$ cat config.mk
export PLATFORM = sky130hd
export DESIGN_NAME = ultrasonic_frame_filter_top
export DESIGN_NICKNAME = d
export VERILOG_FILES = /design/src/design/uff_pkg.sv /design/src/design/uff_front.sv /design/src/design/uff_queue.sv /design/src/design/uff_back.sv /design/src/design/ultrasonic_frame_filter_top.sv
export VERILOG_INCLUDE_DIRS = /design/src /design/src/design
export SDC_FILE = /design/constraint.sdc
export NUM_CORES = 1
export LEC_CHECK = 0
export ABC_AREA = 1
export BUFFER_PORTS_ARGS = -buffer_cell sky130_fd_sc_hd__buf_4
export CAP_MARGIN = 20
export CORE_AREA = 5 5 184 186
export CTS_BUF_LIST = sky130_fd_sc_hd__clkbuf_2 sky130_fd_sc_hd__clkbuf_4 sky130_fd_sc_hd__clkbuf_8
export DETAILED_ROUTE_END_ITERATION = 12
export DIE_AREA = 0 0 189 191
export PLACE_DENSITY = 0.79
export SYNTH_ARGS = -nofsm -noshare
export SYNTH_HDL_FRONTEND = slang
export SYNTH_HIERARCHICAL = 1
export SYNTH_SLANG_ARGS = --single-unit
$ cat constraint.sdc
create_clock -name clk -period 13.6 [get_ports clk]
set_clock_uncertainty 0.1 [all_clocks]
set_input_delay 2.04 -clock clk [delete_from_list [all_inputs] [get_ports clk]]
set_output_delay 2.04 -clock clk [all_outputs]
set_load 0.03 [all_outputs]
$ cat src/design/ultrasonic_frame_filter_top_defines.svh
// ---------------------------------------------------------------------------
// Ultrasonic frame filter assertion macros
// Shared concurrent assertion forms for the frame filter modules.
// ---------------------------------------------------------------------------
`ifndef ULTRASONIC_FRAME_FILTER_TOP_DEFINES_SVH
`define ULTRASONIC_FRAME_FILTER_TOP_DEFINES_SVH

// Same-cycle implication, checked out of reset
`define UFF_ASSERT_NOW(label, clk, rst_n, ante, cons) \
    label: assert property (@(posedge clk) disable iff (!rst_n) (ante) |-> (cons)) \
        else $error("uff assertion failed");

// Next-cycle implication, checked out of reset
`define UFF_ASSERT_NEXT(label, clk, rst_n, ante, cons) \
    label: assert property (@(posedge clk) disable iff (!rst_n) (ante) |=> (cons)) \
        else $error("uff assertion failed");

`endif

$ cat src/design/uff_pkg.sv
// ---------------------------------------------------------------------------
// Ultrasonic frame filter package
// Shared types and register indexes for the frame filter.
// ---------------------------------------------------------------------------
package uff_pkg;

    localparam int CFG_IDX_W  = 3;
    localparam int CFG_DATA_W = 16;

    localparam logic [CFG_IDX_W-1:0] CFG_ALPHA     = 3'd0;
    localparam logic [CFG_IDX_W-1:0] CFG_START     = 3'd1;
    localparam logic [CFG_IDX_W-1:0] CFG_FAIL_SAFE = 3'd2;
    localparam logic [CFG_IDX_W-1:0] CFG_MIN_RANGE = 3'd3;
    localparam logic [CFG_IDX_W-1:0] CFG_MAX_RANGE = 3'd4;

    localparam logic [8:0] ALPHA_ONE = 9'd256;

    typedef struct packed {
        logic [8:0]  alpha_q8;
        logic [7:0]  start_marker;
        logic [15:0] fail_safe_mm;
        logic [15:0] min_range_mm;
        logic [15:0] max_range_mm;
    } cfg_t;

    // One checked frame on its way to the filter
    typedef struct packed {
        logic        bad;
        logic [15:0] dist_mm;
        logic        used;
    } frame_t;

    typedef enum logic [1:0] {
        POS_HUNT,
        POS_HIGH,
        POS_LOW,
        POS_SUM
    } pos_t;

endpackage

$ cat src/design/uff_front.sv
// ---------------------------------------------------------------------------
// Ultrasonic frame filter front end
// Hunts for the start byte, gathers a frame and checks its checksum.
// ---------------------------------------------------------------------------
`include "ultrasonic_frame_filter_top_defines.svh"

module uff_front
    import uff_pkg::*;
(
    input  logic        clk,
    input  logic        rst_n,
    input  cfg_t        cfg,
    input  logic        in_valid,
    input  logic [7:0]  rx_byte,
    input  logic        q_full,
    output logic        in_stall,
    output logic        push,
    output frame_t      push_data
);

    pos_t        pos_reg;
    pos_t        pos_next;
    logic [7:0]  high_reg;
    logic [7:0]  low_reg;
    logic        accept;
    logic [7:0]  sum;
    logic [15:0] dist_mm;

    assign in_stall = q_full;
    assign accept   = in_valid && !q_full;

    always_comb
    begin
        pos_next = pos_reg;
        if (accept)
        begin
            unique case (pos_reg)
                POS_HUNT: pos_next = (rx_byte == cfg.start_marker) ? POS_HIGH : POS_HUNT;
                POS_HIGH: pos_next = POS_LOW;
                POS_LOW:  pos_next = POS_SUM;
                POS_SUM:  pos_next = POS_HUNT;
                default:  pos_next = POS_HUNT;
            endcase
        end
    end

    always_comb
    begin
        sum       = cfg.start_marker + high_reg + low_reg;
        dist_mm   = {high_reg, low_reg};
        push      = 1'b0;
        push_data = '0;
        unique case (pos_reg)
            POS_SUM:
            begin
                push = accept;
                if (rx_byte != sum)
                begin
                    push_data.bad = 1'b1;
                end
                else if (dist_mm == 16'd0)
                begin
                    // substitute the fail-safe distance
                    push_data.dist_mm = cfg.fail_safe_mm;
                    push_data.used    = 1'b1;
                end
                else
                begin
                    push_data.dist_mm = dist_mm;
                end
            end
            default:
            begin
                push = 1'b0;
            end
        endcase
    end

    always_ff @(posedge clk or negedge rst_n)
    begin
        if (!rst_n)
        begin
            pos_reg  <= POS_HUNT;
            high_reg <= '0;
            low_reg  <= '0;
        end
        else
        begin
            pos_reg <= pos_next;
            if (accept && pos_reg == POS_HIGH)
            begin
                high_reg <= rx_byte;
            end
            if (accept && pos_reg == POS_LOW)
            begin
                low_reg <= rx_byte;
            end
        end
    end

    `UFF_ASSERT_NEXT(a_push_rehunts, clk, rst_n, push, pos_reg == POS_HUNT)
    `UFF_ASSERT_NOW(a_bad_clean, clk, rst_n, push && push_data.bad,
                    push_data.dist_mm == 16'd0 && !push_data.used)

endmodule

$ cat src/design/uff_queue.sv
// ---------------------------------------------------------------------------
// Ultrasonic frame filter queue
// Short FIFO of checked frames between the front end and the filter.
// ---------------------------------------------------------------------------
`include "ultrasonic_frame_filter_top_defines.svh"

module uff_queue
    import uff_pkg::*;
#(
    parameter int DEPTH = 2
)
(
    input  logic   clk,
    input  logic   rst_n,
    input  logic   push,
    input  frame_t push_data,
    input  logic   pop,
    output frame_t pop_data,
    output logic   full,
    output logic   empty
);

    localparam int PW = $clog2(DEPTH);
    localparam int CW = $clog2(DEPTH + 1);

    frame_t          mem_reg [DEPTH];
    logic [PW-1:0]   wr_ptr_reg;
    logic [PW-1:0]   rd_ptr_reg;
    logic [CW-1:0]   count_reg;
    logic [CW-1:0]   count_next;

    assign full     = (count_reg == CW'(DEPTH));
    assign empty    = (count_reg == '0);
    assign pop_data = mem_reg[rd_ptr_reg];

    always_comb
    begin
        count_next = count_reg;
        if (push && !pop)
        begin
            count_next = count_reg + 1'b1;
        end
        else if (pop && !push)
        begin
            count_next = count_reg - 1'b1;
        end
    end

    always_ff @(posedge clk)
    begin
        if (push)
        begin
            mem_reg[wr_ptr_reg] <= push_data;
        end
    end

    always_ff @(posedge clk or negedge rst_n)
    begin
        if (!rst_n)
        begin
            wr_ptr_reg <= '0;
            rd_ptr_reg <= '0;
            count_reg  <= '0;
        end
        else
        begin
            count_reg <= count_next;
            if (push)
            begin
                wr_ptr_reg <= (wr_ptr_reg == PW'(DEPTH - 1)) ? '0 : wr_ptr_reg + 1'b1;
            end
            if (pop)
            begin
                rd_ptr_reg <= (rd_ptr_reg == PW'(DEPTH - 1)) ? '0 : rd_ptr_reg + 1'b1;
            end
        end
    end

    `UFF_ASSERT_NOW(a_no_overflow, clk, rst_n, push, !full)
    `UFF_ASSERT_NOW(a_no_underflow, clk, rst_n, pop, !empty)

endmodule

$ cat src/design/uff_back.sv
// ---------------------------------------------------------------------------
// Ultrasonic frame filter back end
// Low-pass filter update, result register and range clamp.
// ---------------------------------------------------------------------------
`include "ultrasonic_frame_filter_top_defines.svh"

module uff_back
    import uff_pkg::*;
(
    input  logic        clk,
    input  logic        rst_n,
    input  cfg_t        cfg,
    input  logic        q_empty,
    input  frame_t      q_data,
    output logic        pop,
    output logic        out_valid,
    input  logic        out_stall,
    output logic        status,
    output logic [15:0] raw_distance_mm,
    output logic        fail_safe_used,
    output logic [15:0] range_mm
);

    logic [23:0]        filt_reg;
    logic [23:0]        filt_next;
    logic               valid_reg;
    logic               status_reg;
    logic [15:0]        raw_reg;
    logic               used_reg;
    logic [15:0]        level_reg;
    logic [8:0]         alpha;
    logic signed [25:0] diff;
    logic signed [35:0] prod;
    logic signed [35:0] step;
    logic signed [25:0] sum;
    logic [15:0]        low_clamped;

    assign pop = !q_empty && (!valid_reg || !out_stall);

    // filtered += floor(alpha * (d*256 - filtered) / 256)
    always_comb
    begin
        alpha     = cfg.alpha_q8[8] ? ALPHA_ONE : cfg.alpha_q8;
        diff      = $signed({2'b00, q_data.dist_mm, 8'h00}) - $signed({2'b00, filt_reg});
        prod      = $signed({{10{diff[25]}}, diff}) * $signed({27'd0, alpha});
        step      = prod >>> 8;
        sum       = $signed({2'b00, filt_reg}) + step[25:0];
        filt_next = sum[23:0];
    end

    always_ff @(posedge clk or negedge rst_n)
    begin
        if (!rst_n)
        begin
            filt_reg  <= '0;
            valid_reg <= 1'b0;
        end
        else
        begin
            if (pop)
            begin
                valid_reg <= 1'b1;
                if (!q_data.bad)
                begin
                    filt_reg <= filt_next;
                end
            end
            else if (!out_stall)
            begin
                valid_reg <= 1'b0;
            end
        end
    end

    always_ff @(posedge clk)
    begin
        if (pop)
        begin
            status_reg <= q_data.bad;
            raw_reg    <= q_data.dist_mm;
            used_reg   <= q_data.used;
            level_reg  <= q_data.bad ? 16'd0 : filt_next[23:8];
        end
    end

    // apply the minimum first, then the maximum
    always_comb
    begin
        low_clamped = (level_reg < cfg.min_range_mm) ? cfg.min_range_mm : level_reg;
        range_mm    = (low_clamped > cfg.max_range_mm) ? cfg.max_range_mm : low_clamped;
        if (status_reg)
        begin
            range_mm = 16'd0;
        end
    end

    assign out_valid       = valid_reg;
    assign status          = status_reg;
    assign raw_distance_mm = raw_reg;
    assign fail_safe_used  = used_reg;

    `UFF_ASSERT_NEXT(a_bad_keeps_filter, clk, rst_n, pop && q_data.bad, $stable(filt_reg))
    `UFF_ASSERT_NOW(a_fail_safe_value, clk, rst_n, valid_reg && used_reg,
                    raw_reg == cfg.fail_safe_mm && !status_reg)

endmodule

$ cat src/design/ultrasonic_frame_filter_top.sv
// Each frame's result passes through the frame queue and then the result register before it reaches the output.
// Throughput: one byte per cycle; the filter state feeds back through one multiply-add.
// Bytes stall only while the frame queue (QUEUE_DEPTH entries, two by default) is full.
// Reset (rst_n low, asynchronous): hunt for a start byte, empty queue, filter state zero,
// registers back to their defaults. No clearing pass.
// ---------------------------------------------------------------------------
// Ultrasonic frame filter top level
// Frame checker, frame queue and low-pass filter with configuration registers.
// ---------------------------------------------------------------------------
module ultrasonic_frame_filter_top
    import uff_pkg::*;
#(
    parameter int QUEUE_DEPTH = 2
)
(
    input  logic                  clk,
    input  logic                  rst_n,
    input  logic                  cfg_we,
    input  logic [CFG_IDX_W-1:0]  cfg_idx,
    input  logic [CFG_DATA_W-1:0] cfg_wdata,
    input  logic                  in_valid,
    output logic                  in_stall,
    input  logic [7:0]            rx_byte,
    output logic                  out_valid,
    input  logic                  out_stall,
    output logic                  status,
    output logic [15:0]           raw_distance_mm,
    output logic                  fail_safe_used,
    output logic [15:0]           range_mm
);

    cfg_t   cfg_reg;
    cfg_t   cfg_next;
    logic   push;
    frame_t push_data;
    logic   pop;
    frame_t pop_data;
    logic   q_full;
    logic   q_empty;

    always_comb
    begin
        cfg_next = cfg_reg;
        if (cfg_we)
        begin
            unique case (cfg_idx)
                CFG_ALPHA:     cfg_next.alpha_q8     = cfg_wdata[8:0];
                CFG_START:     cfg_next.start_marker = cfg_wdata[7:0];
                CFG_FAIL_SAFE: cfg_next.fail_safe_mm = cfg_wdata;
                CFG_MIN_RANGE: cfg_next.min_range_mm = cfg_wdata;
                CFG_MAX_RANGE: cfg_next.max_range_mm = cfg_wdata;
                default:       cfg_next = cfg_reg;
            endcase
        end
    end

    always_ff @(posedge clk or negedge rst_n)
    begin
        if (!rst_n)
        begin
            cfg_reg.alpha_q8     <= 9'd128;
            cfg_reg.start_marker <= 8'd255;
            cfg_reg.fail_safe_mm <= 16'd6000;
            cfg_reg.min_range_mm <= 16'd200;
            cfg_reg.max_range_mm <= 16'd4000;
        end
        else
        begin
            cfg_reg <= cfg_next;
        end
    end

    uff_front u_front (
        .clk       (clk),
        .rst_n     (rst_n),
        .cfg       (cfg_reg),
        .in_valid  (in_valid),
        .rx_byte   (rx_byte),
        .q_full    (q_full),
        .in_stall  (in_stall),
        .push      (push),
        .push_data (push_data)
    );

    uff_queue #(
        .DEPTH (QUEUE_DEPTH)
    ) u_queue (
        .clk       (clk),
        .rst_n     (rst_n),
        .push      (push),
        .push_data (push_data),
        .pop       (pop),
        .pop_data  (pop_data),
        .full      (q_full),
        .empty     (q_empty)
    );

    uff_back u_back (
        .clk             (clk),
        .rst_n           (rst_n),
        .cfg             (cfg_reg),
        .q_empty         (q_empty),
        .q_data          (pop_data),
        .pop             (pop),
        .out_valid       (out_valid),
        .out_stall       (out_stall),
        .status          (status),
        .raw_distance_mm (raw_distance_mm),
        .fail_safe_used  (fail_safe_used),
        .range_mm        (range_mm)
    );

endmodule

==> results of run 1 <==
-- logic make-up after synthesis --
family                     share of synthesized area
muxes                                         0.0125
DFF                                            0.261
buffers and inverters                         0.0979
AOI/OAI and AO/OA                             0.0830
adders and majority gates                      0.292
and+or+nand+nor                                0.221
xor gates and xnor gates                      0.0319
-- path summary, 6_finish.rpt --
check | startpoint | cells past startpoint | endpoint
hold / removal | cfg_reg[11] | 2 | cfg_reg[11]
hold reg to reg | cfg_reg[11] | 2 | cfg_reg[11]
setup / recovery | u_queue/rd_ptr_reg | 38 | u_back/level_reg[14]
min in group asynchronous | rst_n | 1 | cfg_reg[0]
setup reg to reg | u_queue/rd_ptr_reg | 38 | u_back/level_reg[14]
max in group asynchronous | rst_n | 3 | cfg_reg[37]
-- metrics by stage --
stage                     setup WS [ns]   util  instance area (um2)  hold WS (ns)  instances
after floorplan                    5.47      -                18900         0.337       2346
after global placement             3.90  0.614                19700         0.351       2782
after detailed placement           3.79  0.614                19700         0.354       2782
after CTS                          3.74  0.627                20200         0.371       2814
after global routing               2.97  0.629                20200         0.382       2816
final                              3.62  0.629                20200         0.368       2816
-- final cells by class --
cell class / count / area (um2) / share of cell area
Clock inverter: 15 / 179 / 0.00885
Sequential cell: 182 / 4940 / 0.244
Inverter: 427 / 1600 / 0.0793
Tap cell: 408 / 510 / 0.0253
Clock buffer: 17 / 234 / 0.0116
Timing Repair Buffer: 80 / 641 / 0.0317
Multi-Input combinational cell: 1687 / 12100 / 0.599
-- critical path, delay by kind of cell (launching register included) --
kind | cells | cell delay (ns)
fa+ha+maj | 8 | 3.75
flops | 1 | 0.96
compound gates | 3 | 0.51
simple gates | 18 | 2.48
mux | 1 | 0.44
buf+inv | 5 | 0.48
xor+xnor | 3 | 0.99
-- routing by layer --
| layer | part of all wire | global-route usage | vias to the layer above |
|---|---|---|---|
| li1 | - | - | 7457 |
| met1 | 0.41 | 0.365 | 7577 |
| met2 | 0.50 | 0.494 | 586 |
| met3 | 0.057 | 0.0314 | 103 |
| met4 | 0.031 | 0.0883 | 0 |
| met5 | 0 | 0 | - |
-- placed cells by master, fill, tap and decap left out, types with 6 or more instances in the layout --
master	instances
inv_1	412
inv_2	12
nor3_2	12
o21ai_0	105
ha_1	151
nand2_2	15
nand2_1	581
nor2_1	217
mux2_4	9
a21oi_1	100
o21bai_1	7
dfrtp_1	87
buf_4	78
dfstp_2	25
nor3_1	18
fa_1	181
clkbuf_8	17
edfxtp_1	70
a31oi_1	11
nand3_1	95
nor2_4	6
xor2_1	40
o211ai_1	20
or2_2	6
o21ai_1	6
nor2_2	8
nand4_1	18
xnor2_1	27
mux2_2	9
==> impl_metrics.yaml, run 1 <==
timing:
  finalSetupTns_ns: 0
  fin_crit_sh: 0.734
  finalSetupViolations: 0
  rsz0062_at_grt: "false"
  drv_slew: 0
  max_freq_mhz: 100
  slew-limit-headroom: 0.381
  worst_slew_pin_slew_ns: 0.929
  hold_violations: 0
  period_minus_slack_ns: 9.98
route:
  drtIter0Drc: 1045
  first_pass_iters: 6
  wirelength_um: 49000
  vias: 15700
  wl_per_cell_um: 17.4
  drc_errors: 0
  vias_per_cell: 5.58
  ant_nets: 0
synth:
  postSynthCellCount: 2346
  synth.most_common_cell: "nand2_1"
  ys.flop_type: "dfrtp_1"
  avgSynthCellArea_um2: 8.05
  synth_cell_types: 57
  yosys_warnings: 6
  synth.net_count: 2710
  post-synth-top-area-cell: "fa_1"
  syn_area_um2: 18900
  synth-seq-cells: 182
  yosys-top-cells-count: "nand2_1, inv_1, nor2_1"
  synthArstFlopShare: 0.615
  synthTopCellsByArea: "fa_1, nand2_1, dfrtp_1"
  seq_area_frac_synth: 0.261
  synth_top_area_frac: 0.192
  synth-edff-count: 70
clock_network:
  clk_latency_ns: 0.48
  cts_num_sinks: 182
  cts_setup_buffers: 0
  cts_hold_buf: 0
  cts_made_buffers: 17
  clockBufferDepth: 2
  path_clk_slew_ns: 0.11
  cts_tree: "yes"
  cts_max_level: 4
  clockRootBuffer: "clkbuf_8"
  cts_resized: 0
floorplan:
  core_area_um2: 32100
  fp-row-count: 66
  die_height_um: 191
  die_width_um: 189
  io-pin-count: 68
  dieArea_um2: 36100
  start_util: 0.588
setup_path:
  critPathSlowestCell: "dfrtp_1"
  cp_max_fo: 19
  path_class: "reg2reg"
  cp-end-kind: "register"
  critPathLaunchType: "register"
  required_ns: 13.71
  crit_top_cell: "nand2_1"
  rrSetupSlack_ns: 3.62
  worstPathArrival_ns: 10.09
  slowest_delay_ns: 0.96
layout:
  diodes: 0
  syn_to_final_growth_pct: 7.02
  fillers: 2816
  nets: 2759
  drive_above_1_share: 0.0939
  largest_reg_flops: 65
outcome:
  outcome: "finished clean"
grt:
  grt_overflow: 0
  grtUsageTotal: 0.280
  first_global_vias: 16200
  grt_pass1_wl_um: 81600
  antenna_found_initial: 0
  grt_max_degree: 83
placed_design:
  globalplace.congestion: 0.937
  hpwl_um: 39800
  numPortBuffers: 67
hold_path:
  min_path_type: "reg2reg"
flow_run:
  max_cap_viol_count: 0
Power of run 1 is left out: the tool's default activity adds up to more than one toggle a clock period on the data nets, which glitch-free logic cannot reach.
==> inputs of run 2 (changes only) <==
- CORE_AREA: 5 5 184 186 -> 5 5 185 187
- DIE_AREA: 0 0 189 191 -> 0 0 190 192
- PLACE_DENSITY: 0.79 -> 0.81
- clock period: 13.6 -> 8.64 ns (I/O delays scaled with it)
==> impl_metrics.yaml, run 2 (synthesis gave the netlist of run 1 again) <==
layout:
  fillers: 2616
  diodes: 0
  layout_common_cells: "nand2_1, inv_1, nor2_1"
  syn_to_final_growth_pct: 13.3
  final_common_cell: "nand2_1"
  nets: 2847
  largest_reg_flops: 65
  drive_above_1_share: 0.159
grt:
  grt_max_degree: 81
  grt_pass1_wl_um: 82500
  grtUsageTotal: 0.285
  antenna_found_initial: 0
  first_global_vias: 16200
  grt_overflow: 0
clock_network:
  cts_max_level: 4
  cts_made_buffers: 17
  path_clk_slew_ns: 0.10
  clockRootBuffer: "clkbuf_8"
  clk_latency_ns: 0.47
  cts_num_sinks: 182
  cts_tree: "yes"
  cts_hold_buf: 0
  clockBufferDepth: 2
flow_run:
  max_cap_viol_count: 0
route:
  wl_per_cell_um: 17.8
  wirelength_um: 52300
  drtIter0Drc: 1587
  drc_errors: 0
  vias: 16300
  first_pass_iters: 8
  ant_nets: 0
  vias_per_cell: 5.56
floorplan:
  die_height_um: 192
  die_width_um: 190
  core_area_um2: 32300
  fp-row-count: 66
  io-pin-count: 68
  start_util: 0.585
  dieArea_um2: 36500
setup_path:
  critPathSlowestCell: "fa_1"
  path_class: "reg2reg"
  required_ns: 8.74
  slowest_delay_ns: 0.55
  cp_max_fo: 5
  crit_top_cell: "nand2_1"
  cp-end-kind: "register"
  worstPathArrival_ns: 8.47
  worstRegToRegCells: 43
  critPathLaunchType: "register"
placed_design:
  globalplace.congestion: 0.996
  numPortBuffers: 67
  dpl_worst_slack_ns: -0.0277
  hpwl_um: 41700
timing:
  worst_slew_pin_slew_ns: 0.952
  drv_slew: 0
  period_minus_slack_ns: 8.37
  finalSetupTns_ns: 0
  fin_crit_sh: 0.969
  max_freq_mhz: 119
  rsz0062_at_grt: "true"
  fin_ws_ns: 0.268
  hold_violations: 0
  finalSetupViolations: 0
  slew-limit-headroom: 0.364
hold_path:
  min_path_type: "reg2reg"
  min_delay_path_depth: 2
outcome:
  outcome: "finished clean"
run 2: cell types whose count changed in the layout (fill, tap and decap cells not counted), sizes merged:
cell,change
clkinv,+3
clkbuf,+1
buf,+88
clkinvlp,-1
inv,-3
run 2: worst paths after layout:
check | from | to | slack [ns]
min | cfg_reg[37] | cfg_reg[37] | 0.37
max | u_queue/rd_ptr_reg | u_back/level_reg[13] | 0.27
min reg2reg | cfg_reg[37] | cfg_reg[37] | 0.37
max in group asynchronous | rst_n | cfg_reg[44] | 6.79
min in group asynchronous | rst_n | u_front/high_reg[2] | 0.64
max reg2reg | u_queue/rd_ptr_reg | u_back/level_reg[13] | 0.27
run 2: per-stage QoR:
stage	hold WS, ns	std cells	utilization	area, um2
floorplan	0.337	2346	-	18900
global placement	0.352	2895	0.631	20400
detailed placement	0.357	2895	0.631	20400
CTS	0.373	2927	0.645	20800
global route	0.392	2938	0.663	21400
finish	0.371	2938	0.663	21400
run 2: cell type report:
cell class / instances / area (um2) / share of cell area
Clock buffer: 18 / 241 / 0.0113
Timing Repair Buffer: 168 / 1290 / 0.0604
Inverter: 427 / 1610 / 0.0750
Clock inverter: 14 / 159 / 0.00743
Multi-Input combinational cell: 1687 / 12600 / 0.589
Sequential cell: 182 / 4940 / 0.231
Tap cell: 442 / 553 / 0.0258
run 2: critical path, delay by kind of cell, from the launching register on:
family / cells / cell delay, ns
AO/OA/AOI/OAI: 4 / 0.75
multiplexers: 1 / 0.34
adder cells (fa/ha/maj): 8 / 3.43
AND/OR/NAND/NOR: 19 / 1.97
XOR/XNOR: 1 / 0.25
buffers and inverters: 10 / 0.76
flip-flops: 1 / 0.47
run 2: what timing repair did:
action / CTS / global route
hold endpoints to repair: 0 / 0
gates cloned: 0 / 0
setup buffers: 0 / 10
endpoints found under the setup margin: 3 / 28
pin swaps: 2 / 38
gates resized for setup: 8 / 111
run 2: routing by layer:
metal	vias to the layer above	GRT usage	share of wire
li1	7624	-	-
met1	7929	0.383	0.41
met2	630	0.484	0.49
met3	158	0.0364	0.063
met4	0	0.0940	0.039
met5	-	0	0
Power of run 2 is left out for the same reason.
